==> src/rtl/bsc_pkg.sv <==
// Shared types, constants and microcode ROM for the bytecode stack calculator.
package bsc_pkg;

  localparam int unsigned DEF_STACK_DEPTH   = 256;
  localparam int unsigned DEF_FRACTION_BITS = 16;
  localparam int unsigned WORD_W            = 32;
  localparam int unsigned MODE_W            = 3;
  localparam int unsigned DEPTH_OUT_W       = 9;
  localparam int unsigned UPC_W             = 5;

  localparam logic [WORD_W-1:0] WORD_MAX = 32'h7FFF_FFFF;
  localparam logic [WORD_W-1:0] WORD_MIN = 32'h8000_0000;

  typedef logic [UPC_W-1:0] upc_t;

  typedef enum logic [MODE_W-1:0] {
    MODE_CONST = 3'd0,
    MODE_NEG   = 3'd1,
    MODE_ADD   = 3'd2,
    MODE_SUB   = 3'd3,
    MODE_MUL   = 3'd4,
    MODE_DIV   = 3'd5,
    MODE_RET   = 3'd6
  } mode_t;

  typedef enum logic [1:0] {
    ERR_OK    = 2'd0,
    ERR_UNDER = 2'd1,
    ERR_OVER  = 2'd2,
    ERR_DIV0  = 2'd3
  } err_t;

  typedef enum logic {RD_TOP, RD_NEXT} rd_sel_t;
  typedef enum logic [1:0] {WR_PUSH, WR_TOP, WR_NEXT} wr_sel_t;
  typedef enum logic {WD_CONST, WD_RES} wd_sel_t;
  typedef enum logic [1:0] {SP_HOLD, SP_INC, SP_DEC} sp_op_t;
  typedef enum logic [2:0] {VAL_ZERO, VAL_CONST, VAL_B, VAL_TOPB, VAL_RES} val_sel_t;
  typedef enum logic [2:0] {
    JC_NEVER, JC_ALWAYS, JC_EMPTY, JC_LT2, JC_FULL, JC_DIVZ, JC_BUSY
  } jcond_t;

  typedef struct packed {
    logic     fetch;
    rd_sel_t  rd;
    logic     ld_a;
    logic     ld_b;
    logic     alu_go;
    logic     wr;
    wr_sel_t  wsel;
    wd_sel_t  wdat;
    sp_op_t   sp_op;
    logic     emit;
    val_sel_t val;
    err_t     err;
    logic     ret;
    jcond_t   jc;
    upc_t     target;
  } cw_t;

  typedef struct packed {
    logic empty;
    logic lt2;
    logic full;
    logic divz;
    logic alu_busy;
  } cond_t;

  localparam upc_t U_IDLE      = 5'd0;
  localparam upc_t U_PUSH_CHK  = 5'd1;
  localparam upc_t U_PUSH_WR   = 5'd2;
  localparam upc_t U_OVF_RD    = 5'd3;
  localparam upc_t U_OVF_LD    = 5'd4;
  localparam upc_t U_OVF_EMIT  = 5'd5;
  localparam upc_t U_NEG_CHK   = 5'd6;
  localparam upc_t U_NEG_RD    = 5'd7;
  localparam upc_t U_NEG_LD    = 5'd8;
  localparam upc_t U_NEG_GO    = 5'd9;
  localparam upc_t U_NEG_WAIT  = 5'd10;
  localparam upc_t U_NEG_WB    = 5'd11;
  localparam upc_t U_BIN_CHK   = 5'd12;
  localparam upc_t U_BIN_RDB   = 5'd13;
  localparam upc_t U_BIN_LDB   = 5'd14;
  localparam upc_t U_BIN_LDA   = 5'd15;
  localparam upc_t U_BIN_GO    = 5'd16;
  localparam upc_t U_BIN_WAIT  = 5'd17;
  localparam upc_t U_BIN_WB    = 5'd18;
  localparam upc_t U_RET_CHK   = 5'd19;
  localparam upc_t U_RET_RD    = 5'd20;
  localparam upc_t U_RET_LD    = 5'd21;
  localparam upc_t U_RET_EMIT  = 5'd22;
  localparam upc_t U_UND_EMPTY = 5'd23;
  localparam upc_t U_UND_RET   = 5'd24;
  localparam upc_t U_UND_RD    = 5'd25;
  localparam upc_t U_UND_LD    = 5'd26;
  localparam upc_t U_UND_EMIT  = 5'd27;
  localparam upc_t U_DIV0_EMIT = 5'd28;
  localparam upc_t U_NOP_RD    = 5'd29;
  localparam upc_t U_NOP_LD    = 5'd30;
  localparam upc_t U_NOP_EMIT  = 5'd31;

  function automatic logic [WORD_W-1:0] sat33(logic [WORD_W:0] s);
    logic [WORD_W-1:0] r;
    if (s[WORD_W] != s[WORD_W-1]) begin
      r = s[WORD_W] ? WORD_MIN : WORD_MAX;
    end else begin
      r = s[WORD_W-1:0];
    end
    return r;
  endfunction

  function automatic cw_t cw_idle();
    cw_t c;
    c.fetch  = 1'b0;
    c.rd     = RD_TOP;
    c.ld_a   = 1'b0;
    c.ld_b   = 1'b0;
    c.alu_go = 1'b0;
    c.wr     = 1'b0;
    c.wsel   = WR_PUSH;
    c.wdat   = WD_CONST;
    c.sp_op  = SP_HOLD;
    c.emit   = 1'b0;
    c.val    = VAL_ZERO;
    c.err    = ERR_OK;
    c.ret    = 1'b0;
    c.jc     = JC_NEVER;
    c.target = U_IDLE;
    return c;
  endfunction

  function automatic cw_t ucode(upc_t addr);
    cw_t c;
    c = cw_idle();
    unique case (addr)
      U_IDLE:      c.fetch = 1'b1;
      U_PUSH_CHK:  begin c.jc = JC_FULL; c.target = U_OVF_RD; end
      U_PUSH_WR:   begin
        c.wr = 1'b1; c.wsel = WR_PUSH; c.wdat = WD_CONST; c.sp_op = SP_INC;
        c.emit = 1'b1; c.val = VAL_CONST; c.jc = JC_ALWAYS;
      end
      U_OVF_RD:    ;
      U_OVF_LD:    c.ld_b = 1'b1;
      U_OVF_EMIT:  begin c.emit = 1'b1; c.val = VAL_B; c.err = ERR_OVER; c.jc = JC_ALWAYS; end
      U_NEG_CHK:   begin c.jc = JC_EMPTY; c.target = U_UND_EMPTY; end
      U_NEG_RD:    ;
      U_NEG_LD:    c.ld_b = 1'b1;
      U_NEG_GO:    c.alu_go = 1'b1;
      U_NEG_WAIT:  begin c.jc = JC_BUSY; c.target = U_NEG_WAIT; end
      U_NEG_WB:    begin
        c.wr = 1'b1; c.wsel = WR_TOP; c.wdat = WD_RES;
        c.emit = 1'b1; c.val = VAL_RES; c.jc = JC_ALWAYS;
      end
      U_BIN_CHK:   begin c.jc = JC_LT2; c.target = U_UND_RD; end
      U_BIN_RDB:   ;
      U_BIN_LDB:   begin c.ld_b = 1'b1; c.rd = RD_NEXT; end
      U_BIN_LDA:   begin c.ld_a = 1'b1; c.jc = JC_DIVZ; c.target = U_DIV0_EMIT; end
      U_BIN_GO:    c.alu_go = 1'b1;
      U_BIN_WAIT:  begin c.jc = JC_BUSY; c.target = U_BIN_WAIT; end
      U_BIN_WB:    begin
        c.wr = 1'b1; c.wsel = WR_NEXT; c.wdat = WD_RES; c.sp_op = SP_DEC;
        c.emit = 1'b1; c.val = VAL_RES; c.jc = JC_ALWAYS;
      end
      U_RET_CHK:   begin c.jc = JC_EMPTY; c.target = U_UND_RET; end
      U_RET_RD:    ;
      U_RET_LD:    c.ld_b = 1'b1;
      U_RET_EMIT:  begin
        c.sp_op = SP_DEC; c.emit = 1'b1; c.val = VAL_B; c.ret = 1'b1; c.jc = JC_ALWAYS;
      end
      U_UND_EMPTY: begin c.emit = 1'b1; c.val = VAL_ZERO; c.err = ERR_UNDER; c.jc = JC_ALWAYS; end
      U_UND_RET:   begin
        c.emit = 1'b1; c.val = VAL_ZERO; c.err = ERR_UNDER; c.ret = 1'b1; c.jc = JC_ALWAYS;
      end
      U_UND_RD:    ;
      U_UND_LD:    c.ld_b = 1'b1;
      U_UND_EMIT:  begin c.emit = 1'b1; c.val = VAL_TOPB; c.err = ERR_UNDER; c.jc = JC_ALWAYS; end
      U_DIV0_EMIT: begin c.emit = 1'b1; c.val = VAL_B; c.err = ERR_DIV0; c.jc = JC_ALWAYS; end
      U_NOP_RD:    ;
      U_NOP_LD:    c.ld_b = 1'b1;
      U_NOP_EMIT:  begin c.emit = 1'b1; c.val = VAL_TOPB; c.jc = JC_ALWAYS; end
      default:     c.fetch = 1'b1;
    endcase
    return c;
  endfunction

  function automatic upc_t entry(logic [MODE_W-1:0] m);
    upc_t u;
    unique case (m) inside
      MODE_CONST:                           u = U_PUSH_CHK;
      MODE_NEG:                             u = U_NEG_CHK;
      MODE_ADD, MODE_SUB, MODE_MUL, MODE_DIV: u = U_BIN_CHK;
      MODE_RET:                             u = U_RET_CHK;
      default:                              u = U_NOP_RD;
    endcase
    return u;
  endfunction

endpackage

==> src/rtl/bsc_alu.sv <==
// Multi-cycle Q-format arithmetic unit: negate, add, subtract, multiply, divide.
module bsc_alu import bsc_pkg::*; #(
  parameter int unsigned FRACTION_BITS = DEF_FRACTION_BITS
) (
  input  logic              clk,
  input  logic              rst,
  input  logic              start,
  input  mode_t             op,
  input  logic [WORD_W-1:0] a,
  input  logic [WORD_W-1:0] b,
  output logic              busy,
  output logic [WORD_W-1:0] result
);

  localparam int unsigned DW    = WORD_W + FRACTION_BITS;
  localparam int unsigned CNT_W = $clog2(DW + 1);
  localparam logic [DW-1:0] QLIM_POS = DW'(64'h7FFF_FFFF);
  localparam logic [DW-1:0] QLIM_NEG = DW'(64'h8000_0000);

  mode_t                      op_r;
  logic signed [WORD_W-1:0]   opa;
  logic signed [WORD_W-1:0]   opb;
  logic                       mul_phase;
  logic signed [2*WORD_W-1:0] prod;
  logic [WORD_W:0]            rem;
  logic [DW-1:0]              quo;
  logic [WORD_W-1:0]          dvs;
  logic                       neg;
  logic [CNT_W-1:0]           cnt;

  logic [WORD_W:0]            sum;
  logic [WORD_W-1:0]          sum_sat;
  logic signed [2*WORD_W-1:0] prod_sh;
  logic [WORD_W-1:0]          mul_sat;
  logic [WORD_W:0]            rem_sh;
  logic [WORD_W:0]            rem_sub;
  logic                       rem_ge;
  logic [DW-1:0]              quo_neg;
  logic [WORD_W-1:0]          quo_sat;
  logic [WORD_W-1:0]          abs_a;
  logic [WORD_W-1:0]          abs_b;

  always_comb begin
    case (op_r)
      MODE_ADD: sum = {opa[WORD_W-1], opa} + {opb[WORD_W-1], opb};
      MODE_SUB: sum = {opa[WORD_W-1], opa} - {opb[WORD_W-1], opb};
      default:  sum = '0 - {opb[WORD_W-1], opb};
    endcase
    sum_sat = sat33(sum);

    prod_sh = prod >>> FRACTION_BITS;
    if ((&prod_sh[2*WORD_W-1:WORD_W-1]) || !(|prod_sh[2*WORD_W-1:WORD_W-1])) begin
      mul_sat = prod_sh[WORD_W-1:0];
    end else begin
      mul_sat = prod_sh[2*WORD_W-1] ? WORD_MIN : WORD_MAX;
    end

    rem_sh  = {rem[WORD_W-1:0], quo[DW-1]};
    rem_sub = rem_sh - {1'b0, dvs};
    rem_ge  = rem_sh >= {1'b0, dvs};
    quo_neg = ~quo + DW'(1);
    if (neg) begin
      quo_sat = (quo > QLIM_NEG) ? WORD_MIN : quo_neg[WORD_W-1:0];
    end else begin
      quo_sat = (quo > QLIM_POS) ? WORD_MAX : quo[WORD_W-1:0];
    end

    abs_a = a[WORD_W-1] ? (~a + WORD_W'(1)) : a;
    abs_b = b[WORD_W-1] ? (~b + WORD_W'(1)) : b;
  end

  always_ff @(posedge clk) begin
    if (rst) begin
      busy <= 1'b0;
    end else if (start) begin
      busy <= 1'b1;
    end else if (busy) begin
      unique case (op_r)
        MODE_MUL: if (mul_phase) busy <= 1'b0;
        MODE_DIV: if (cnt == '0) busy <= 1'b0;
        default:  busy <= 1'b0;
      endcase
    end
  end

  always_ff @(posedge clk) begin
    if (start) begin
      op_r      <= op;
      opa       <= a;
      opb       <= b;
      mul_phase <= 1'b0;
      rem       <= '0;
      quo       <= DW'(abs_a) << FRACTION_BITS;
      dvs       <= abs_b;
      neg       <= a[WORD_W-1] ^ b[WORD_W-1];
      cnt       <= CNT_W'(DW);
    end else if (busy) begin
      unique case (op_r)
        MODE_MUL: begin
          if (!mul_phase) begin
            prod      <= (2*WORD_W)'(opa) * (2*WORD_W)'(opb);
            mul_phase <= 1'b1;
          end else begin
            result <= mul_sat;
          end
        end
        MODE_DIV: begin
          if (cnt != '0) begin
            rem <= rem_ge ? rem_sub : rem_sh;
            quo <= {quo[DW-2:0], rem_ge};
            cnt <= cnt - CNT_W'(1);
          end else begin
            result <= quo_sat;
          end
        end
        default: result <= sum_sat;
      endcase
    end
  end

endmodule

==> config.mk <==
export PLATFORM = sky130hd
export DESIGN_NAME = bsc_alu
export DESIGN_NICKNAME = d
export VERILOG_FILES = /design/src/rtl/bsc_pkg.sv /design/src/rtl/bsc_alu.sv
export SDC_FILE = /design/constraint.sdc
export NUM_CORES = 2
export LEC_CHECK = 0
export BUFFER_PORTS_ARGS = -buffer_cell sky130_fd_sc_hd__buf_2
export CORE_MARGIN = 3
export CORE_UTILIZATION = 30
export CTS_CLUSTER_DIAMETER = 120
export CTS_CLUSTER_SIZE = 20
export DETAILED_ROUTE_END_ITERATION = 10
export HOLD_SLACK_MARGIN = 0.05
export PLACE_DENSITY = 0.51
export SETUP_SLACK_MARGIN = 0.2
export SLEW_MARGIN = 20
export SYNTH_ARGS = -nofsm -noshare
export SYNTH_HDL_FRONTEND = slang
export SYNTH_SLANG_ARGS = --single-unit
==> constraint.sdc <==
create_clock -name clk -period 13.1 [get_ports clk]
set_clock_uncertainty 0.1 [all_clocks]
set_input_delay 0.655 -clock clk [delete_from_list [all_inputs] [get_ports clk]]
set_output_delay 0.655 -clock clk [all_outputs]
set_load 0.01 [all_outputs]
==> flow_summary.toml <==
[outcome]
status = "finished, final reports clean"

[floorplanning]
ios = 103
die_width_um = 423.8
fp.dieH_um = 423.8
num_rows = 152
core_area_um2 = 172500
dieArea_um2 = 179600
initial_core_util_pct = 30.36

[clocking]
clk_pin_slew_ps = 90
clock_path_buffers = 3
post_cts_resized = 0
cts_root_buf = "clkbuf_16"
cts.htree.levels = 1
clock_latency_ps = 550
tritoncts = "built"
holdBufCountCts = 0
post_cts_buffers = 0
cts_buffers = 17
cts.sinks = 267

[hold_path]
worstHoldEndpoint = "busy"
min_path_cells = 2
hp-class = "in -> reg"
worstHoldStart = "rst"

[routing]
maxUsedRoutingLayer = "met4"
remaining_drc_errors = 0
met2_length_mm = 80.47
viasPerCell = 4.878
antenna_left = 0
wl_met3_mm = 7.560
drtPass1Iterations = 6
wire_per_inst_um = 20.55
met1_length_mm = 68.93
drt_iter0_drc = 2768
wirelength_mm = 161.4
vias = 38310

[logic_synthesis]
ys_ff_latch = 267
ys.flop_type = "edfxtp_1"
syn_area_um2 = 52370
synth-edff-count = 211
ys_warn_count = 0
avgSynthCellArea_um2 = 9.294
syn-num-nets = 7038
synthArstFlopShare_pct = 0
synth_seq_area_share_pct = 14.24
synthDistinctLibCells = 80
syn-instance-count = 5635

[placement]
port_buffers = 102
dpl.hpwl_mm = 120.4
gp_congestion = 0.8991
dp_cells = 7821

[cells_and_area]
fillCellCount = 18020
layout_commonest_cell = "fa_1"
final_cell_mix = "fa_1, inv_1, nand2_1"
final_cells = 7854
area_growth_pct = 6.512
nets = 6933
regArea_um2 = 7457
multiInputGateArea_um2 = 39790
layout-drive-gt1-share_pct = 4.513

[timing]
setup-tns-final_ps = 0
slew_violations = 0
post-route-period-util_pct = 71.87
fmax_mhz = 106.2
hold_violations = 0
tightest_slew_ps = 1175
setup_violations = 0
slew-limit-headroom_pct = 21.17
rsz0062_at_grt = "no"
min_period_ps = 9414

[worst_setup_path]
ff2ff_setup_slack_ps = 3690
r2r_end = "prod[61]"
reg2reg_from = "opb[10]"
critPathMaxFanout = 21
crit_path_start_kind = "flip-flop"
arrival_ps = 9580
cp.required_ps = 13270
r2r_cells = 24
cp-end-kind = "flip-flop"
worst-setup-path-type = "reg -> reg"

[global_routing]
grt_pass1_wl_mm = 251.2
grtUsageTotal_pct = 18.12
grt-ovfl-total = 0
grt_pass1_vias = 40890
grt_max_degree = 71
antenna_found_initial = 5

[run]
drv_cap = 0
[Yosys cell counts (30+ instances only)]
library cell	n	area, µm²
nand3_1	31	155.2
ha_1	250	3128
xor2_1	85	744.5
inv_1	1058	3971
clkbuf_1	277	1040
edfxtp_1	211	6336
a21oi_1	199	996.0
nand2_1	730	2740
buf_1	30	112.6
fa_1	1083	21680
xnor2_1	152	1331
nor3_1	56	280.3
dfxtp_1	56	1121
a21o_1	53	397.9
nor2_1	229	859.6
and2_1	517	3234
o21ai_0	163	815.8
a211oi_1	38	285.3
[routing by layer]
layer	vias to the layer above	global-route usage (%)
met5	-	0
met4	0	4.210
met3	221	1.720
met2	958	31.74
met1	19980	24.12
li1	17150	-
[sequential cells by signal, indices dropped and copies added, names as in the netlist]
register and flops:
quo 48, prod 48, op_r 3, mul_phase 1
busy 1, result 32, opa 32, opb 32
dvs 31, cnt 6, neg 1, rem 32
[worst max path at each step]
stage,start,to,slack [ps],cells past startpoint
2_1_floorplan,opb[5],prod[61],5010,27
3_3_place_gp,opb[19],prod[61],3830,24
3_5_place_dp,opb[19],prod[61],3830,24
6_report,opb[10],prod[61],3690,24
5_1_grt,opb[9],prod[61],3390,24
4_1_cts,opb[9],prod[61],3780,24
[area by class of cell]
| type | count | share of cell area, % |
|---|---|---|
| diodes | 4 | 0.01794 |
| flip-flops and latches | 267 | 13.37 |
| repair buffers | 190 | 2.111 |
| well taps | 2310 | 5.181 |
| inverters | 1059 | 7.126 |
| clock buffers | 27 | 0.8478 |
| multi-input cells | 3995 | 71.32 |
| clock inverters | 2 | 0.02916 |
[metrics by stage]
stage               cell area, µm²  worst slack (ps)  util [%]  hold WS, ps
finish                       55780              3686     32.34        159.1
global route                 55780              3394     32.34        151.7
CTS                          55770              3781     32.33        140.1
detailed placement           55290              3827     32.05        384.3
global placement             55290              3830     32.05        377.4
floorplan                    52370              5005         -        353.0
[worst max-delay path: stages (launching register included)]
cell,delay (ps)
edfxtp_1,880
buf_4,450
nand2_1,130
fa_1,620
fa_1,490
fa_1,600
inv_1,70
fa_1,920
inv_1,460
fa_1,610
inv_1,50
fa_1,480
inv_1,60
fa_1,530
inv_1,60
fa_1,470
ha_1,390
a21o_1,220
a21o_1,190
a211oi_1,490
nand2_1,110
a31oi_1,200
a41o_1,200
o311ai_0,180
xnor2_1,160
[kinds of logic after synthesis]
family | count (synthesis) | synth area share, %
DFF | 267 | 14.24
and+or+nand+nor | 1749 | 16.30
buffers and inverters | 1373 | 9.862
muxes | 16 | 0.3106
AOI/OAI and AO/OA | 660 | 7.960
adders and majority gates | 1333 | 47.37
xor gates and xnor gates | 237 | 3.963
Power is left out: the tool's default activity adds up to more than one toggle a clock period on the data nets, which glitch-free logic cannot reach.
