--- config.mk ---
export PLATFORM = sky130hd
export DESIGN_NAME = bsc_sequencer
export DESIGN_NICKNAME = d
export VERILOG_FILES = /design/src/rtl/bsc_pkg.sv /design/src/rtl/bsc_sequencer.sv
export SDC_FILE = /design/constraint.sdc
export NUM_CORES = 1
export LEC_CHECK = 0
export ABC_AREA = 1
export BUFFER_PORTS_ARGS = -buffer_cell sky130_fd_sc_hd__buf_2
export CORE_MARGIN = 2
export CORE_UTILIZATION = 44
export DETAILED_ROUTE_END_ITERATION = 10
export PLACE_DENSITY = 0.76
export SLEW_MARGIN = 20
export SYNTH_ARGS = -nofsm -noshare
export SYNTH_HDL_FRONTEND = slang
export SYNTH_SLANG_ARGS = --single-unit
--- constraint.sdc ---
create_clock -name clk -period 1.7 [get_ports clk]
set_input_delay 0.425 -clock clk [delete_from_list [all_inputs] [get_ports clk]]
set_output_delay 0.425 -clock clk [all_outputs]
set_load 0.05 [all_outputs]
--- src/rtl/bsc_pkg.sv ---
// Shared types, constants and microcode ROM for the bytecode stack calculator.
package bsc_pkg;

  localparam int unsigned DEF_STACK_DEPTH   = 256;
  localparam int unsigned DEF_FRACTION_BITS = 16;
  localparam int unsigned WORD_W            = 32;
  localparam int unsigned MODE_W            = 3;
  localparam int unsigned DEPTH_OUT_W       = 9;
  localparam int unsigned UPC_W             = 5;

  localparam logic [WORD_W-1:0] WORD_MAX = 32'h7FFF_FFFF;
  localparam logic [WORD_W-1:0] WORD_MIN = 32'h8000_0000;

  typedef logic [UPC_W-1:0] upc_t;

  typedef enum logic [MODE_W-1:0] {
    MODE_CONST = 3'd0,
    MODE_NEG   = 3'd1,
    MODE_ADD   = 3'd2,
    MODE_SUB   = 3'd3,
    MODE_MUL   = 3'd4,
    MODE_DIV   = 3'd5,
    MODE_RET   = 3'd6
  } mode_t;

  typedef enum logic [1:0] {
    ERR_OK    = 2'd0,
    ERR_UNDER = 2'd1,
    ERR_OVER  = 2'd2,
    ERR_DIV0  = 2'd3
  } err_t;

  typedef enum logic {RD_TOP, RD_NEXT} rd_sel_t;
  typedef enum logic [1:0] {WR_PUSH, WR_TOP, WR_NEXT} wr_sel_t;
  typedef enum logic {WD_CONST, WD_RES} wd_sel_t;
  typedef enum logic [1:0] {SP_HOLD, SP_INC, SP_DEC} sp_op_t;
  typedef enum logic [2:0] {VAL_ZERO, VAL_CONST, VAL_B, VAL_TOPB, VAL_RES} val_sel_t;
  typedef enum logic [2:0] {
    JC_NEVER, JC_ALWAYS, JC_EMPTY, JC_LT2, JC_FULL, JC_DIVZ, JC_BUSY
  } jcond_t;

  typedef struct packed {
    logic     fetch;
    rd_sel_t  rd;
    logic     ld_a;
    logic     ld_b;
    logic     alu_go;
    logic     wr;
    wr_sel_t  wsel;
    wd_sel_t  wdat;
    sp_op_t   sp_op;
    logic     emit;
    val_sel_t val;
    err_t     err;
    logic     ret;
    jcond_t   jc;
    upc_t     target;
  } cw_t;

  typedef struct packed {
    logic empty;
    logic lt2;
    logic full;
    logic divz;
    logic alu_busy;
  } cond_t;

  localparam upc_t U_IDLE      = 5'd0;
  localparam upc_t U_PUSH_CHK  = 5'd1;
  localparam upc_t U_PUSH_WR   = 5'd2;
  localparam upc_t U_OVF_RD    = 5'd3;
  localparam upc_t U_OVF_LD    = 5'd4;
  localparam upc_t U_OVF_EMIT  = 5'd5;
  localparam upc_t U_NEG_CHK   = 5'd6;
  localparam upc_t U_NEG_RD    = 5'd7;
  localparam upc_t U_NEG_LD    = 5'd8;
  localparam upc_t U_NEG_GO    = 5'd9;
  localparam upc_t U_NEG_WAIT  = 5'd10;
  localparam upc_t U_NEG_WB    = 5'd11;
  localparam upc_t U_BIN_CHK   = 5'd12;
  localparam upc_t U_BIN_RDB   = 5'd13;
  localparam upc_t U_BIN_LDB   = 5'd14;
  localparam upc_t U_BIN_LDA   = 5'd15;
  localparam upc_t U_BIN_GO    = 5'd16;
  localparam upc_t U_BIN_WAIT  = 5'd17;
  localparam upc_t U_BIN_WB    = 5'd18;
  localparam upc_t U_RET_CHK   = 5'd19;
  localparam upc_t U_RET_RD    = 5'd20;
  localparam upc_t U_RET_LD    = 5'd21;
  localparam upc_t U_RET_EMIT  = 5'd22;
  localparam upc_t U_UND_EMPTY = 5'd23;
  localparam upc_t U_UND_RET   = 5'd24;
  localparam upc_t U_UND_RD    = 5'd25;
  localparam upc_t U_UND_LD    = 5'd26;
  localparam upc_t U_UND_EMIT  = 5'd27;
  localparam upc_t U_DIV0_EMIT = 5'd28;
  localparam upc_t U_NOP_RD    = 5'd29;
  localparam upc_t U_NOP_LD    = 5'd30;
  localparam upc_t U_NOP_EMIT  = 5'd31;

  function automatic logic [WORD_W-1:0] sat33(logic [WORD_W:0] s);
    logic [WORD_W-1:0] r;
    if (s[WORD_W] != s[WORD_W-1]) begin
      r = s[WORD_W] ? WORD_MIN : WORD_MAX;
    end else begin
      r = s[WORD_W-1:0];
    end
    return r;
  endfunction

  function automatic cw_t cw_idle();
    cw_t c;
    c.fetch  = 1'b0;
    c.rd     = RD_TOP;
    c.ld_a   = 1'b0;
    c.ld_b   = 1'b0;
    c.alu_go = 1'b0;
    c.wr     = 1'b0;
    c.wsel   = WR_PUSH;
    c.wdat   = WD_CONST;
    c.sp_op  = SP_HOLD;
    c.emit   = 1'b0;
    c.val    = VAL_ZERO;
    c.err    = ERR_OK;
    c.ret    = 1'b0;
    c.jc     = JC_NEVER;
    c.target = U_IDLE;
    return c;
  endfunction

  function automatic cw_t ucode(upc_t addr);
    cw_t c;
    c = cw_idle();
    unique case (addr)
      U_IDLE:      c.fetch = 1'b1;
      U_PUSH_CHK:  begin c.jc = JC_FULL; c.target = U_OVF_RD; end
      U_PUSH_WR:   begin
        c.wr = 1'b1; c.wsel = WR_PUSH; c.wdat = WD_CONST; c.sp_op = SP_INC;
        c.emit = 1'b1; c.val = VAL_CONST; c.jc = JC_ALWAYS;
      end
      U_OVF_RD:    ;
      U_OVF_LD:    c.ld_b = 1'b1;
      U_OVF_EMIT:  begin c.emit = 1'b1; c.val = VAL_B; c.err = ERR_OVER; c.jc = JC_ALWAYS; end
      U_NEG_CHK:   begin c.jc = JC_EMPTY; c.target = U_UND_EMPTY; end
      U_NEG_RD:    ;
      U_NEG_LD:    c.ld_b = 1'b1;
      U_NEG_GO:    c.alu_go = 1'b1;
      U_NEG_WAIT:  begin c.jc = JC_BUSY; c.target = U_NEG_WAIT; end
      U_NEG_WB:    begin
        c.wr = 1'b1; c.wsel = WR_TOP; c.wdat = WD_RES;
        c.emit = 1'b1; c.val = VAL_RES; c.jc = JC_ALWAYS;
      end
      U_BIN_CHK:   begin c.jc = JC_LT2; c.target = U_UND_RD; end
      U_BIN_RDB:   ;
      U_BIN_LDB:   begin c.ld_b = 1'b1; c.rd = RD_NEXT; end
      U_BIN_LDA:   begin c.ld_a = 1'b1; c.jc = JC_DIVZ; c.target = U_DIV0_EMIT; end
      U_BIN_GO:    c.alu_go = 1'b1;
      U_BIN_WAIT:  begin c.jc = JC_BUSY; c.target = U_BIN_WAIT; end
      U_BIN_WB:    begin
        c.wr = 1'b1; c.wsel = WR_NEXT; c.wdat = WD_RES; c.sp_op = SP_DEC;
        c.emit = 1'b1; c.val = VAL_RES; c.jc = JC_ALWAYS;
      end
      U_RET_CHK:   begin c.jc = JC_EMPTY; c.target = U_UND_RET; end
      U_RET_RD:    ;
      U_RET_LD:    c.ld_b = 1'b1;
      U_RET_EMIT:  begin
        c.sp_op = SP_DEC; c.emit = 1'b1; c.val = VAL_B; c.ret = 1'b1; c.jc = JC_ALWAYS;
      end
      U_UND_EMPTY: begin c.emit = 1'b1; c.val = VAL_ZERO; c.err = ERR_UNDER; c.jc = JC_ALWAYS; end
      U_UND_RET:   begin
        c.emit = 1'b1; c.val = VAL_ZERO; c.err = ERR_UNDER; c.ret = 1'b1; c.jc = JC_ALWAYS;
      end
      U_UND_RD:    ;
      U_UND_LD:    c.ld_b = 1'b1;
      U_UND_EMIT:  begin c.emit = 1'b1; c.val = VAL_TOPB; c.err = ERR_UNDER; c.jc = JC_ALWAYS; end
      U_DIV0_EMIT: begin c.emit = 1'b1; c.val = VAL_B; c.err = ERR_DIV0; c.jc = JC_ALWAYS; end
      U_NOP_RD:    ;
      U_NOP_LD:    c.ld_b = 1'b1;
      U_NOP_EMIT:  begin c.emit = 1'b1; c.val = VAL_TOPB; c.jc = JC_ALWAYS; end
      default:     c.fetch = 1'b1;
    endcase
    return c;
  endfunction

  function automatic upc_t entry(logic [MODE_W-1:0] m);
    upc_t u;
    unique case (m) inside
      MODE_CONST:                           u = U_PUSH_CHK;
      MODE_NEG:                             u = U_NEG_CHK;
      MODE_ADD, MODE_SUB, MODE_MUL, MODE_DIV: u = U_BIN_CHK;
      MODE_RET:                             u = U_RET_CHK;
      default:                              u = U_NOP_RD;
    endcase
    return u;
  endfunction

endpackage

--- src/rtl/bsc_sequencer.sv ---
// Microprogram sequencer: step counter, control ROM and conditional jumps.
module bsc_sequencer import bsc_pkg::*; (
  input  logic              clk,
  input  logic              rst,
  input  logic              in_valid,
  input  logic [MODE_W-1:0] in_mode,
  input  logic              out_stall,
  input  cond_t             cond,
  output logic              in_ready,
  output cw_t               cw,
  output logic              step_en
);

  upc_t upc;
  upc_t upc_next;
  logic jump;

  always_comb begin
    cw       = ucode(upc);
    in_ready = cw.fetch;
    step_en  = !cw.fetch && !(cw.emit && out_stall);

    unique case (cw.jc)
      JC_NEVER:  jump = 1'b0;
      JC_ALWAYS: jump = 1'b1;
      JC_EMPTY:  jump = cond.empty;
      JC_LT2:    jump = cond.lt2;
      JC_FULL:   jump = cond.full;
      JC_DIVZ:   jump = cond.divz;
      JC_BUSY:   jump = cond.alu_busy;
      default:   jump = 1'b0;
    endcase

    if (cw.fetch) begin
      upc_next = in_valid ? entry(in_mode) : upc;
    end else if (!step_en) begin
      upc_next = upc;
    end else if (jump) begin
      upc_next = cw.target;
    end else begin
      upc_next = upc + UPC_W'(1);
    end
  end

  always_ff @(posedge clk) begin
    if (rst) begin
      upc <= U_IDLE;
    end else begin
      upc <= upc_next;
    end
  end

endmodule

==> metrics.csv, run 1 <==
metric;value;unit
Num CTS Buffers;3;
Yosys cell types;30;
die height;52.5;um
chip width;52.5;um
Clock Root Buffer;clkbuf_4;
Post-synth EDFFs;0;
dpl hpwl;3.06;mm
yosys warns;0;
Syn Area/Cell;6.20;um2
IO buf count;39;
post-synthesis sequential area ratio;9.67;%
Syn Inst Count;167;
DP Area;1740;um2
status;stopped before the end;
Initial Utilization;46.8;%
Post-synth top flop;dfxtp_1;
GPL Wtd Cong;0.970;
failing step;clock tree synthesis;
H-tree lvl count;1;
Post-synth ARST share;0;%
hold buffer count at cts;0;
Rows;17;
post-cts repair resize count;101;
CTS Buffer Depth;2;
IO Pins;40;
Sink Count;5;
Post-CTS Setup Bufs;10;
Seq cells post-synth;5;
tool error;[ERROR DPL-0033] detailed placement checks failed during check placement.;
Post-Synthesis Cell Area;1030;um2
Synth Net Count;186;
cell usage after synthesis, types with 4 or more instances:
cell type	number	area share, %
inv_2	7	2.5
nor3_1	7	3.4
nand3_2	5	4.8
nor2_1	12	4.4
nand2_1	37	13
nor2_4	5	5.4
inv_1	17	6.2
nor2_2	7	4.2
o21ai_0	5	2.4
buf_6	4	4.4
nand3_1	13	6.3
dfxtp_1	5	9.7
o21ai_1	4	1.9
a21oi_1	8	3.9
ha_1	7	8.5
nand2_2	10	6.0
metrics by stage:
| stage | worst slack [ns] | TNS, ns | instances |
|---|---|---|---|
| after floorplan | -0.372 | -5.21 | 167 |
| after global placement | -0.336 | -4.83 | 278 |
| after detailed placement | -0.410 | -5.91 | 278 |
cells by family after synthesis:
kind of cell | share of synthesized area, %
AND/OR/NAND/NOR | 55.9
buffers and inverters | 14.4
AO/OA/AOI/OAI | 9.92
adder cells (fa/ha/maj) | 8.46
flip-flops | 9.67
XOR/XNOR | 1.69
==> run 2, diff against run 1 <==
CORE_AREA = 2 2 63 65   (was not set)
CORE_MARGIN = not set   (was 2)
CORE_UTILIZATION = not set   (was 44)
DIE_AREA = 0 0 65 67   (was not set)
PLACE_DENSITY = not set   (was 0.76)
PLACE_DENSITY_LB_ADDON = 0.15   (was not set)
clock period = 2.2 ns   (was 1.7 ns; I/O delays follow)
==> run 2 against run 1 <==
The flow now finishes, with violations (negative setup slack). Area after synthesis unchanged. Synthesized cell count unchanged.
==> metrics.csv, run 2 <==
metric;value;unit;change
Top reg by flops;upc;;
Crit Path Class;flip-flop to output port;;
Clock Root Buffer;clkbuf_8;;was clkbuf_4
Worst Tran Pin Value;0.268;ns;
Final Hold Fails;0;;
Final Skew;0.00259;ns;
Num CTS Buffers;3;;unchanged
Routed WL;3.32;mm;
most numerous cell in the Yosys netlist;nand2_1;;unchanged
Post-Synthesis Cell Area;1030;um2;unchanged
Critical Path Max Stage Delay;0.36;ns;
Synth Net Count;186;;unchanged
fmax;0.454;GHz;
total global routing overflow;0;;
Seq cells post-synth;5;;unchanged
Post-synth top cells;37 x nand2_1, 17 x inv_1, 13 x nand3_1;;unchanged
CP cell instances;buf_4 > ha_2 > buf_4 > nand3_2 > nand2_2 > nor2_4 > clkinvlp_4 > buf_8;;
fill count;361;;
biggest regs;upc (5);;
clk_lat worst skew;0.22;ns;
final net count;263;;
Slew Limit Headroom;82.2;%;
Slew Viols, Final;0;;
Synth top area share;13.4;%;unchanged
Met1 Wirelength;1.46;mm;
Seq. cell area;114;um2;
first-pass GRT wire length;5.15;mm;
crit path buf inv count;4;;
RSZ-0062 raised after global routing;yes;;
share of cells above drive strength 1;64.6;%;
initial antenna violation count;0;;
final setup violation count;1;;
Critical Path Fanout Max;4;;
GPL Wtd Cong;0.803;;was 0.970
failing checks;negative setup slack;;
Peak VDD IR;0.00103;V;
Crit. End Element;output port;;
Setup WS pre-CTS;-0.0375;ns;was -0.410 ns
diode count;0;;
most used cell along the critical path;buf_4;;
Post-synth EDFFs;0;;unchanged
Core Region;3610;um2;
Post-synth top flop;dfxtp_1;;unchanged
ANT nets after route;0;;
Worst-path clk slew;0.04;ns;
via count;1329;;
status;finished, violations left;;was stopped before the end
die height;67;um;was 52.5 um
Initial Utilization;28.7;%;was 46.8%
Largest register FFs;5;;
Post-synth ARST share;0;%;unchanged
post-synthesis sequential area ratio;9.67;%;unchanged
worst setup margin;-0.00152;ns;
highest routing layer actually used;met3;;
most frequent cells in the layout;37 x buf_4, 28 x nand2_1, 27 x buf_2, 15 x nand2_2, 12 x inv_1;;
Leak;0.972;nW;
Sum Neg Setup Slack;-0.00152;ns;
Non-Filler Instances;291;;
Startpoint Class;flip-flop;;
IO buf count;39;;unchanged
number of DRC markers in iteration 0;33;;
Syn Inst Count;167;;unchanged
DIE AREA;4360;um2;
period utilization;100;%;
chip width;65;um;was 52.5 um
WL met2;1.74;mm;
Synth area leader;nand2_1;;unchanged
hold slack;0.528;ns;
CP delay by family, top;buffers and inverters;;
Slowest-stage cell, CP;dfxtp_4;;
CTS tree;yes;;
area of the multi-input gates;1000;um2;
cell area after layout;1890;um2;
CTS Buffer Depth;2;;unchanged
Tmin final;2.20;ns;
max_cap viols;0;;
met3 WL post-DR;118;um;
vias in the first global route;1169;;
IO Pins;40;;unchanged
yosys warns;0;;unchanged
drt pass-1 iters;4;;
DRC Markers;0;;
Sink Count;5;;unchanged
largest net degree at the start of global routing;11;;
DP Area;1530;um2;was 1740 um2
top cells by area, synth;nand2_1 13%, dfxtp_1 9.7%, ha_1 8.5%;;unchanged
H-tree lvl count;1;;unchanged
Area Overhead vs Synth;83.0;%;
DR WL/cell;11.4;um;
Arr. time, crit path;1.65;ns;
Yosys cell types;30;;unchanged
Syn Area/Cell;6.20;um2;unchanged
fin util;52.5;%;
Pwr per Cell Area;1530;nW/um2;
worst hold path class;primary input to flip-flop;;
WP data required;1.65;ns;
PnR Total Power;2.90;mW;
global-route usage over all layers;14.9;%;
Rows;22;;was 17
placed insts;282;;was 278
vias per inst;4.57;;
commonest non-fill, non-tap cell in the layout;buf_4;;
dpl hpwl;2.62;mm;was 3.06 mm
==> run 2: cell counts after synthesis <==
Identical to the previous run, type by type.
==> run 2: where the power goes <==
group | internal, mW | leakage, nW | switching, mW
combinational | 0.928 | 0.905 | 1.57
sequential | 0.142 | 0.0440 | 0.0899
clock | 0.124 | 0.0228 | 0.0429
==> run 2: final timing paths <==
path	startpoint	endpoint	slack [ns]	cells after the start
min	rst	upc[0]$_SDFFE_PP0P_	0.53	2
max	upc[0]$_SDFFE_PP0P_	cw[7]	-0.002	8
min reg2reg	upc[0]$_SDFFE_PP0P_	upc[0]$_SDFFE_PP0P_	0.67	3
max reg2reg	upc[0]$_SDFFE_PP0P_	upc[3]$_SDFFE_PP0P_	0.06	15
==> run 2: per-layer routing <==
layer	vias up	track usage, %
met3	0	2.36
met1	610	19.3
li1	689	-
met5	-	0
met4	0	1.60
met2	30	26.7
==> run 2: logic make-up (layout without fill, tap and decap cells) <==
family,Yosys count,count (layout),share of synthesized area [%]
AND/OR/NAND/NOR,104,104,55.9
buffers and inverters,30,106,14.4
AO/OA/AOI/OAI,19,19,9.92
adder cells (fa/ha/maj),7,7,8.46
flip-flops,5,5,9.67
XOR/XNOR,2,2,1.69
==> run 2: timing repair <==
item | CTS | global route
hold buffers | 0 | 0
pin swaps | 3 | 14
setup endpoints to repair | 13 | 21
setup buffers | 2 | 3
gates resized for setup | 37 | 44
==> run 2: area by class of cell <==
class,count,share of cell area (%)
sequential,5,6.01
tap,48,3.17
clock buffer,4,2.38
inverter,25,5.68
multi-input combinational,132,52.8
timing repair buffer,77,29.9
(Power assumes the default switching activity.)
==> run 3, diff against run 2 <==
--- a/config.mk
+++ b/config.mk
@@ -9,2 +9,3 @@
 export BUFFER_PORTS_ARGS = -buffer_cell sky130_fd_sc_hd__buf_2
+export CAP_MARGIN = 20
 export CORE_AREA = 2 2 63 65
==> constraint.sdc (replaced) <==
create_clock -name clk -period 2.2 [get_ports clk]
set_input_delay 0.66 -clock clk [delete_from_list [all_inputs] [get_ports clk]]
set_output_delay 0.66 -clock clk [all_outputs]
set_load 0.05 [all_outputs]
==> run 3 against run 2 <==
The flow still finishes with violations (negative setup slack). Clock skew barely moved. Utilization rose by 9.0 points. Register-to-register slack barely moved. Global-route usage rose by 1.5 points. Hold slack improved by 0.098 ns. Critical endpoint is now cw[6]. Largest power group unchanged. Highest routed layer is now met4.
==> metrics.csv, run 3 (same netlist as run 2, synthesis figures left out) <==
metric;value;unit;change
status;finished, violations left;;unchanged
failing checks;negative setup slack;;unchanged
Num CTS Buffers;3;;unchanged
Rows;22;;unchanged
worst reg-to-reg setup slack;0.05;ns;was 0.06 ns
Worst R2R Path Depth;16;;was 15
placed insts;294;;was 282
vias in the first global route;1216;;was 1169
Pwr per Cell Area;1480;nW/um2;was 1530 nW/um2
hold buffer count at cts;0;;unchanged
Routed WL;3.64;mm;was 3.32 mm
global-route usage over all layers;16.4;%;was 14.9%
Initial Utilization;28.7;%;unchanged
final net count;282;;was 263
Largest register FFs;5;;unchanged
Sink Count;5;;unchanged
ANT nets after route;0;;unchanged
worst hold start;rst;;unchanged
DR WL/cell;11.7;um;was 11.4 um
Slowest-stage cell, CP;dfxtp_4;;unchanged
vias per inst;4.43;;was 4.57
die height;67;um;unchanged
Area Overhead vs Synth;114;%;was 83.0%
IO buf count;39;;unchanged
Worst-path clk slew;0.04;ns;about the same
via count;1372;;was 1329
WP data required;1.54;ns;was 1.65 ns
GPL Wtd Cong;0.783;;was 0.803
Crit. End Element;output port;;unchanged
CTS Buffer Depth;2;;unchanged
Critical Path Stages;9;;was 8
Startpoint Class;flip-flop;;unchanged
Peak VDD IR;0.000706;V;was 0.00103 V
first-pass GRT wire length;5.46;mm;was 5.15 mm
Slew Viols, Final;0;;unchanged
Final Hold Fails;0;;unchanged
number of DRC markers in iteration 0;29;;was 33
RSZ-0062 raised after global routing;yes;;unchanged
most used cell along the critical path;nand2_1;;was buf_4
CP cell instances;ha_4 > nand2_4 > inv_1 > buf_4 > nand2_1 > nand2_1 > nor2_2 > nand2_2 > buf_8;;was buf_4 > ha_2 > buf_4 > nand3_2 > nand2_2 > nor2_4 > clkinvlp_4 > buf_8
Clock Root Buffer;clkbuf_8;;unchanged
Non-Filler Instances;310;;was 291
Worst Tran Pin Value;0.243;ns;was 0.268 ns
Setup WS pre-CTS;-0.0860;ns;was -0.0375 ns
period utilization;104;%;was 100%
DRC Markers;0;;unchanged
CP delay by family, top;simple AND/OR/NAND/NOR gates;;was buffers and inverters
drt pass-1 iters;5;;was 4
max_cap viols;0;;unchanged
biggest regs;upc (5);;unchanged
PnR Total Power;3.28;mW;was 2.90 mW
fin util;61.5;%;was 52.5%
Critical Path Fanout Max;5;;was 4
commonest non-fill, non-tap cell in the layout;buf_4;;unchanged
clk_lat worst skew;0.22;ns;about the same
Worst Setup EP;cw[6];;was cw[7]
Final Skew;0.00277;ns;was 0.00259 ns
Critical Path Max Stage Delay;0.37;ns;was 0.36 ns
DIE AREA;4360;um2;unchanged
CTS tree;yes;;unchanged
chip width;65;um;unchanged
worst r2r dst;upc[3]$_SDFFE_PP0P_;;unchanged
IO Pins;40;;unchanged
reg2reg start;upc[0]$_SDFFE_PP0P_;;unchanged
Tmin final;2.29;ns;was 2.20 ns
fill count;326;;was 361
Slew Limit Headroom;83.7;%;was 82.2%
CP startpoint;upc[0]$_SDFFE_PP0P_;;unchanged
share of cells above drive strength 1;70.2;%;was 64.6%
Arr. time, crit path;1.63;ns;was 1.65 ns
Top reg by flops;upc;;unchanged
most frequent cells in the layout;49 x buf_4, 26 x nand2_1, 17 x buf_2, 17 x buf_6, 15 x nor2_4;;was 37 x buf_4, 28 x nand2_1, 27 x buf_2, 15 x nand2_2, 12 x inv_1
Crit Path Class;flip-flop to output port;;unchanged
worst hold path class;primary input to flip-flop;;unchanged
fmax;0.437;GHz;was 0.454 GHz
largest net degree at the start of global routing;10;;was 11
diode count;0;;unchanged
final setup violation count;8;;was 1
crit path buf inv count;3;;was 4
total global routing overflow;0;;unchanged
worst setup margin;-0.0874;ns;was -0.00152 ns
H-tree lvl count;1;;unchanged
dpl hpwl;2.73;mm;was 2.62 mm
Core Region;3610;um2;unchanged
Leak;1.12;nW;was 0.972 nW
initial antenna violation count;0;;unchanged
## run 3: cell types whose count changed in the layout (fill, tap and decap cells not counted), moves of 3 or more
cell	previous run	this run
buf_6	9	17
buf_2	27	17
inv_1	12	9
buf_8	3	11
nand2_4	4	9
buf_4	37	49
nor2_4	11	15
nand2_2	15	12
## run 3: worst min path at each step
stage,endpoint,cells past startpoint,slack (ns)
floorplan,upc[0]$_SDFFE_PP0P_,2,0.47
global placement,upc[1]$_SDFFE_PP0P_,3,0.62
detailed placement,upc[1]$_SDFFE_PP0P_,3,0.62
CTS,upc[1]$_SDFFE_PP0P_,2,0.62
global route,upc[1]$_SDFFE_PP0P_,2,0.63
finish,upc[1]$_SDFFE_PP0P_,2,0.63
## run 3: power breakdown
part / switching (mW) / leakage (nW) / total (mW) / internal (mW)
clock network: 0.0478 / 0.0228 / 0.172 / 0.125
registers: 0.0934 / 0.0446 / 0.242 / 0.148
logic: 1.65 / 1.06 / 2.87 / 1.22
total: 1.79 / 1.12 / 3.28 / 1.49
## run 3: worst register-to-register path, cell delays in order (launching register included)
cell	delay [ns]
dfxtp_4	0.37
ha_4	0.18
inv_4	0.06
nor2_4	0.05
ha_4	0.18
inv_4	0.07
nand2_2	0.07
nor2_4	0.14
clkinvlp_4	0.12
buf_4	0.14
nand3_1	0.07
nand2_1	0.08
nand2_2	0.12
nand2_4	0.09
o21ai_2	0.12
nand2_1	0.08
a21oi_2	0.15
## run 3: metrics by stage
step	hold slack [ns]	TNS [ns]	area, um2
detailed placement	0.616	-0.150	1680
floorplan	0.473	-0.883	1140
global placement	0.618	-0.104	1680
global route	0.627	-1.40	2220
CTS	0.619	-0.451	2010
finish	0.626	-0.439	2220
## run 3: final cells by class
class / instances / area [um2] / share of cell area [%]
multi-input combinational: 132 / 1050 / 47.6
sequential: 5 / 119 / 5.36
clock buffer: 4 / 45.0 / 2.03
tap: 48 / 60.1 / 2.71
timing repair buffer: 96 / 825 / 37.2
inverter: 25 / 113 / 5.08
## run 3: repair_timing
item | CTS | global route
setup endpoints to repair | 21 | 23
pin swaps | 13 | 15
gates resized for setup | 76 | 46
setup buffers | 8 | 4
## run 3: per-layer routing
metal / track usage, % / vias up / share of wire, %
li1: - / 728 / -
met1: 20.0 / 612 / 42
met2: 29.4 / 28 / 53
met3: 2.36 / 4 / 3.6
met4: 5.59 / 0 / 1.1
met5: 0 / - / 0
==> run 4, diff against run 3 <==
CTS_BUF_LIST = sky130_fd_sc_hd__clkbuf_2 sky130_fd_sc_hd__clkbuf_4 sky130_fd_sc_hd__clkbuf_8   (was not set)
==> run 4 against run 3 <==
The run still ends with negative setup slack left. Flip-flop and latch count did not move. Register-to-register slack hardly changed. Clock skew is essentially flat. Fmax about the same. Non-clock buffer count unchanged. Design area rose by 0.17%. Via count decreased by 0.22%. Wire length grew 0.14%. Setup slack barely moved. Critical path type unchanged. Highest routed layer unchanged.
==> metrics.csv, run 4 (same netlist as run 2, synthesis figures left out) <==
metric;value;unit;change
Arr. time, crit path;1.63;ns;about the same
fill count;325;;was 326
period utilization;104;%;about the same
worst hold start;rst;;unchanged
biggest regs;upc (5);;unchanged
CP delay by family, top;simple AND/OR/NAND/NOR gates;;unchanged
DR WL/cell;11.8;um;was 11.7 um
DP Area;1680;um2;unchanged
total global routing overflow;0;;unchanged
Worst Hold Path EP;upc[1]$_SDFFE_PP0P_;;unchanged
die height;67;um;unchanged
status;finished, violations left;;unchanged
Startpoint Class;flip-flop;;unchanged
reg2reg start;upc[0]$_SDFFE_PP0P_;;unchanged
vias per inst;4.42;;was 4.43
first-pass GRT wire length;5.46;mm;unchanged
vias in the first global route;1215;;was 1216
hold path depth;2;;unchanged
fmax;0.437;GHz;about the same
CTS tree;yes;;unchanged
Peak VDD IR;0.000706;V;about the same
hold buffer count at cts;0;;unchanged
Num CTS Buffers;3;;unchanged
Sink Count;5;;unchanged
GPL Wtd Cong;0.783;;unchanged
WP data required;1.54;ns;about the same
hold slack;0.626;ns;unchanged
Worst Tran Pin Value;0.243;ns;unchanged
commonest non-fill, non-tap cell in the layout;buf_4;;unchanged
Top reg by flops;upc;;unchanged
Crit Path Class;flip-flop to output port;;unchanged
Rows;22;;unchanged
crit path buf inv count;3;;unchanged
initial antenna violation count;0;;unchanged
Leak;1.13;nW;was 1.12 nW
final net count;282;;unchanged
Slowest-stage cell, CP;dfxtp_4;;unchanged
Worst R2R Path Depth;16;;unchanged
Slew Limit Headroom;83.7;%;unchanged
cell area after layout;2220;um2;about the same
share of cells above drive strength 1;70.6;%;was 70.2%
Crit. End Element;output port;;unchanged
most frequent cells in the layout;49 x buf_4, 26 x nand2_1, 17 x buf_2, 17 x buf_6, 15 x nor2_4;;unchanged
drt pass-1 iters;5;;unchanged
IO buf count;39;;unchanged
Tmin final;2.29;ns;about the same
CTS Buffer Depth;2;;unchanged
worst r2r dst;upc[3]$_SDFFE_PP0P_;;unchanged
chip width;65;um;unchanged
Worst-path clk slew;0.04;ns;about the same
Initial Utilization;28.7;%;unchanged
failing checks;negative setup slack;;unchanged
RSZ-0062 raised after global routing;yes;;unchanged
Area Overhead vs Synth;115;%;was 114%
most used cell along the critical path;nand2_1;;unchanged
fin util;61.6;%;was 61.5%
DIE AREA;4360;um2;unchanged
Largest register FFs;5;;unchanged
Slew Viols, Final;0;;unchanged
Critical Path Max Stage Delay;0.37;ns;about the same
via count;1369;;was 1372
final setup violation count;8;;unchanged
clk_lat worst skew;0.22;ns;about the same
max_cap viols;0;;unchanged
largest net degree at the start of global routing;10;;unchanged
Critical Path Fanout Max;5;;unchanged
Pwr per Cell Area;1490;nW/um2;was 1480 nW/um2
DRC Markers;0;;unchanged
Core Region;3610;um2;unchanged
Routed WL;3.64;mm;about the same
worst hold path class;primary input to flip-flop;;unchanged
Setup WS pre-CTS;-0.0860;ns;unchanged
IO Pins;40;;unchanged
Final Skew;0.00262;ns;was 0.00277 ns
Final Hold Fails;0;;unchanged
number of DRC markers in iteration 0;29;;unchanged
Sum Neg Setup Slack;-0.438;ns;was -0.439 ns
ANT nets after route;0;;unchanged
H-tree lvl count;1;;unchanged
worst reg-to-reg setup slack;0.05;ns;about the same
worst setup margin;-0.0873;ns;was -0.0874 ns
global-route usage over all layers;16.4;%;unchanged
Clock Root Buffer;clkbuf_8;;unchanged
diode count;0;;unchanged
dpl hpwl;2.73;mm;unchanged
CP cell instances;ha_4 > nand2_4 > inv_1 > buf_4 > nand2_1 > nand2_1 > nor2_2 > nand2_2 > buf_8;;unchanged
## run 4: power by group
part | internal (mW) | leakage [nW] | switching (mW)
clock network | 0.137 | 0.0262 | 0.0480
registers | 0.148 | 0.0446 | 0.0941
logic | 1.22 | 1.06 | 1.65
total | 1.50 | 1.13 | 1.80
## run 4: worst max path at each step
stage / start / end / slack (ns) / depth (start not counted)
final: upc[0]$_SDFFE_PP0P_ / cw[6] / -0.09 / 9
after global routing: upc[0]$_SDFFE_PP0P_ / cw[6] / -0.14 / 9
after floorplan: upc[0]$_SDFFE_PP0P_ / cw[13] / -0.27 / 4
after global placement: upc[0]$_SDFFE_PP0P_ / step_en / -0.06 / 10
after CTS: upc[1]$_SDFFE_PP0P_ / cw[4] / -0.07 / 8
after detailed placement: upc[3]$_SDFFE_PP0P_ / step_en / -0.09 / 9
## run 4: area by class of cell
class                           instances  area [um2]  area share (%)
Tap cell                               48        60.1            2.71
Timing Repair Buffer                   96         825            37.1
Sequential cell                         5         119            5.36
Multi-Input combinational cell        132        1050            47.5
Inverter                               25         113            5.07
Clock buffer                            4        48.8            2.20
## run 4: repair_timing
item / 4_1_cts / 5_1_grt
endpoints found under the setup margin: 21 / 23
buffers inserted: 8 / 4
gates resized for setup: 76 / 46
pin swaps: 13 / 15
## run 4: per-stage QoR
stage               total power [mW]  instances
CTS                             3.07        306
global placement                2.46        294
finish                          3.30        310
detailed placement              2.44        294
floorplan                       1.80        167
global route                    3.51        310
## run 4: routing by layer
layer / vias up / GRT usage, % / routed length, um
met5: - / 0 / 0
met4: 0 / 5.59 / 41
met3: 4 / 2.36 / 130
met2: 28 / 29.4 / 1940
met1: 611 / 20.0 / 1530
li1: 726 / - / -
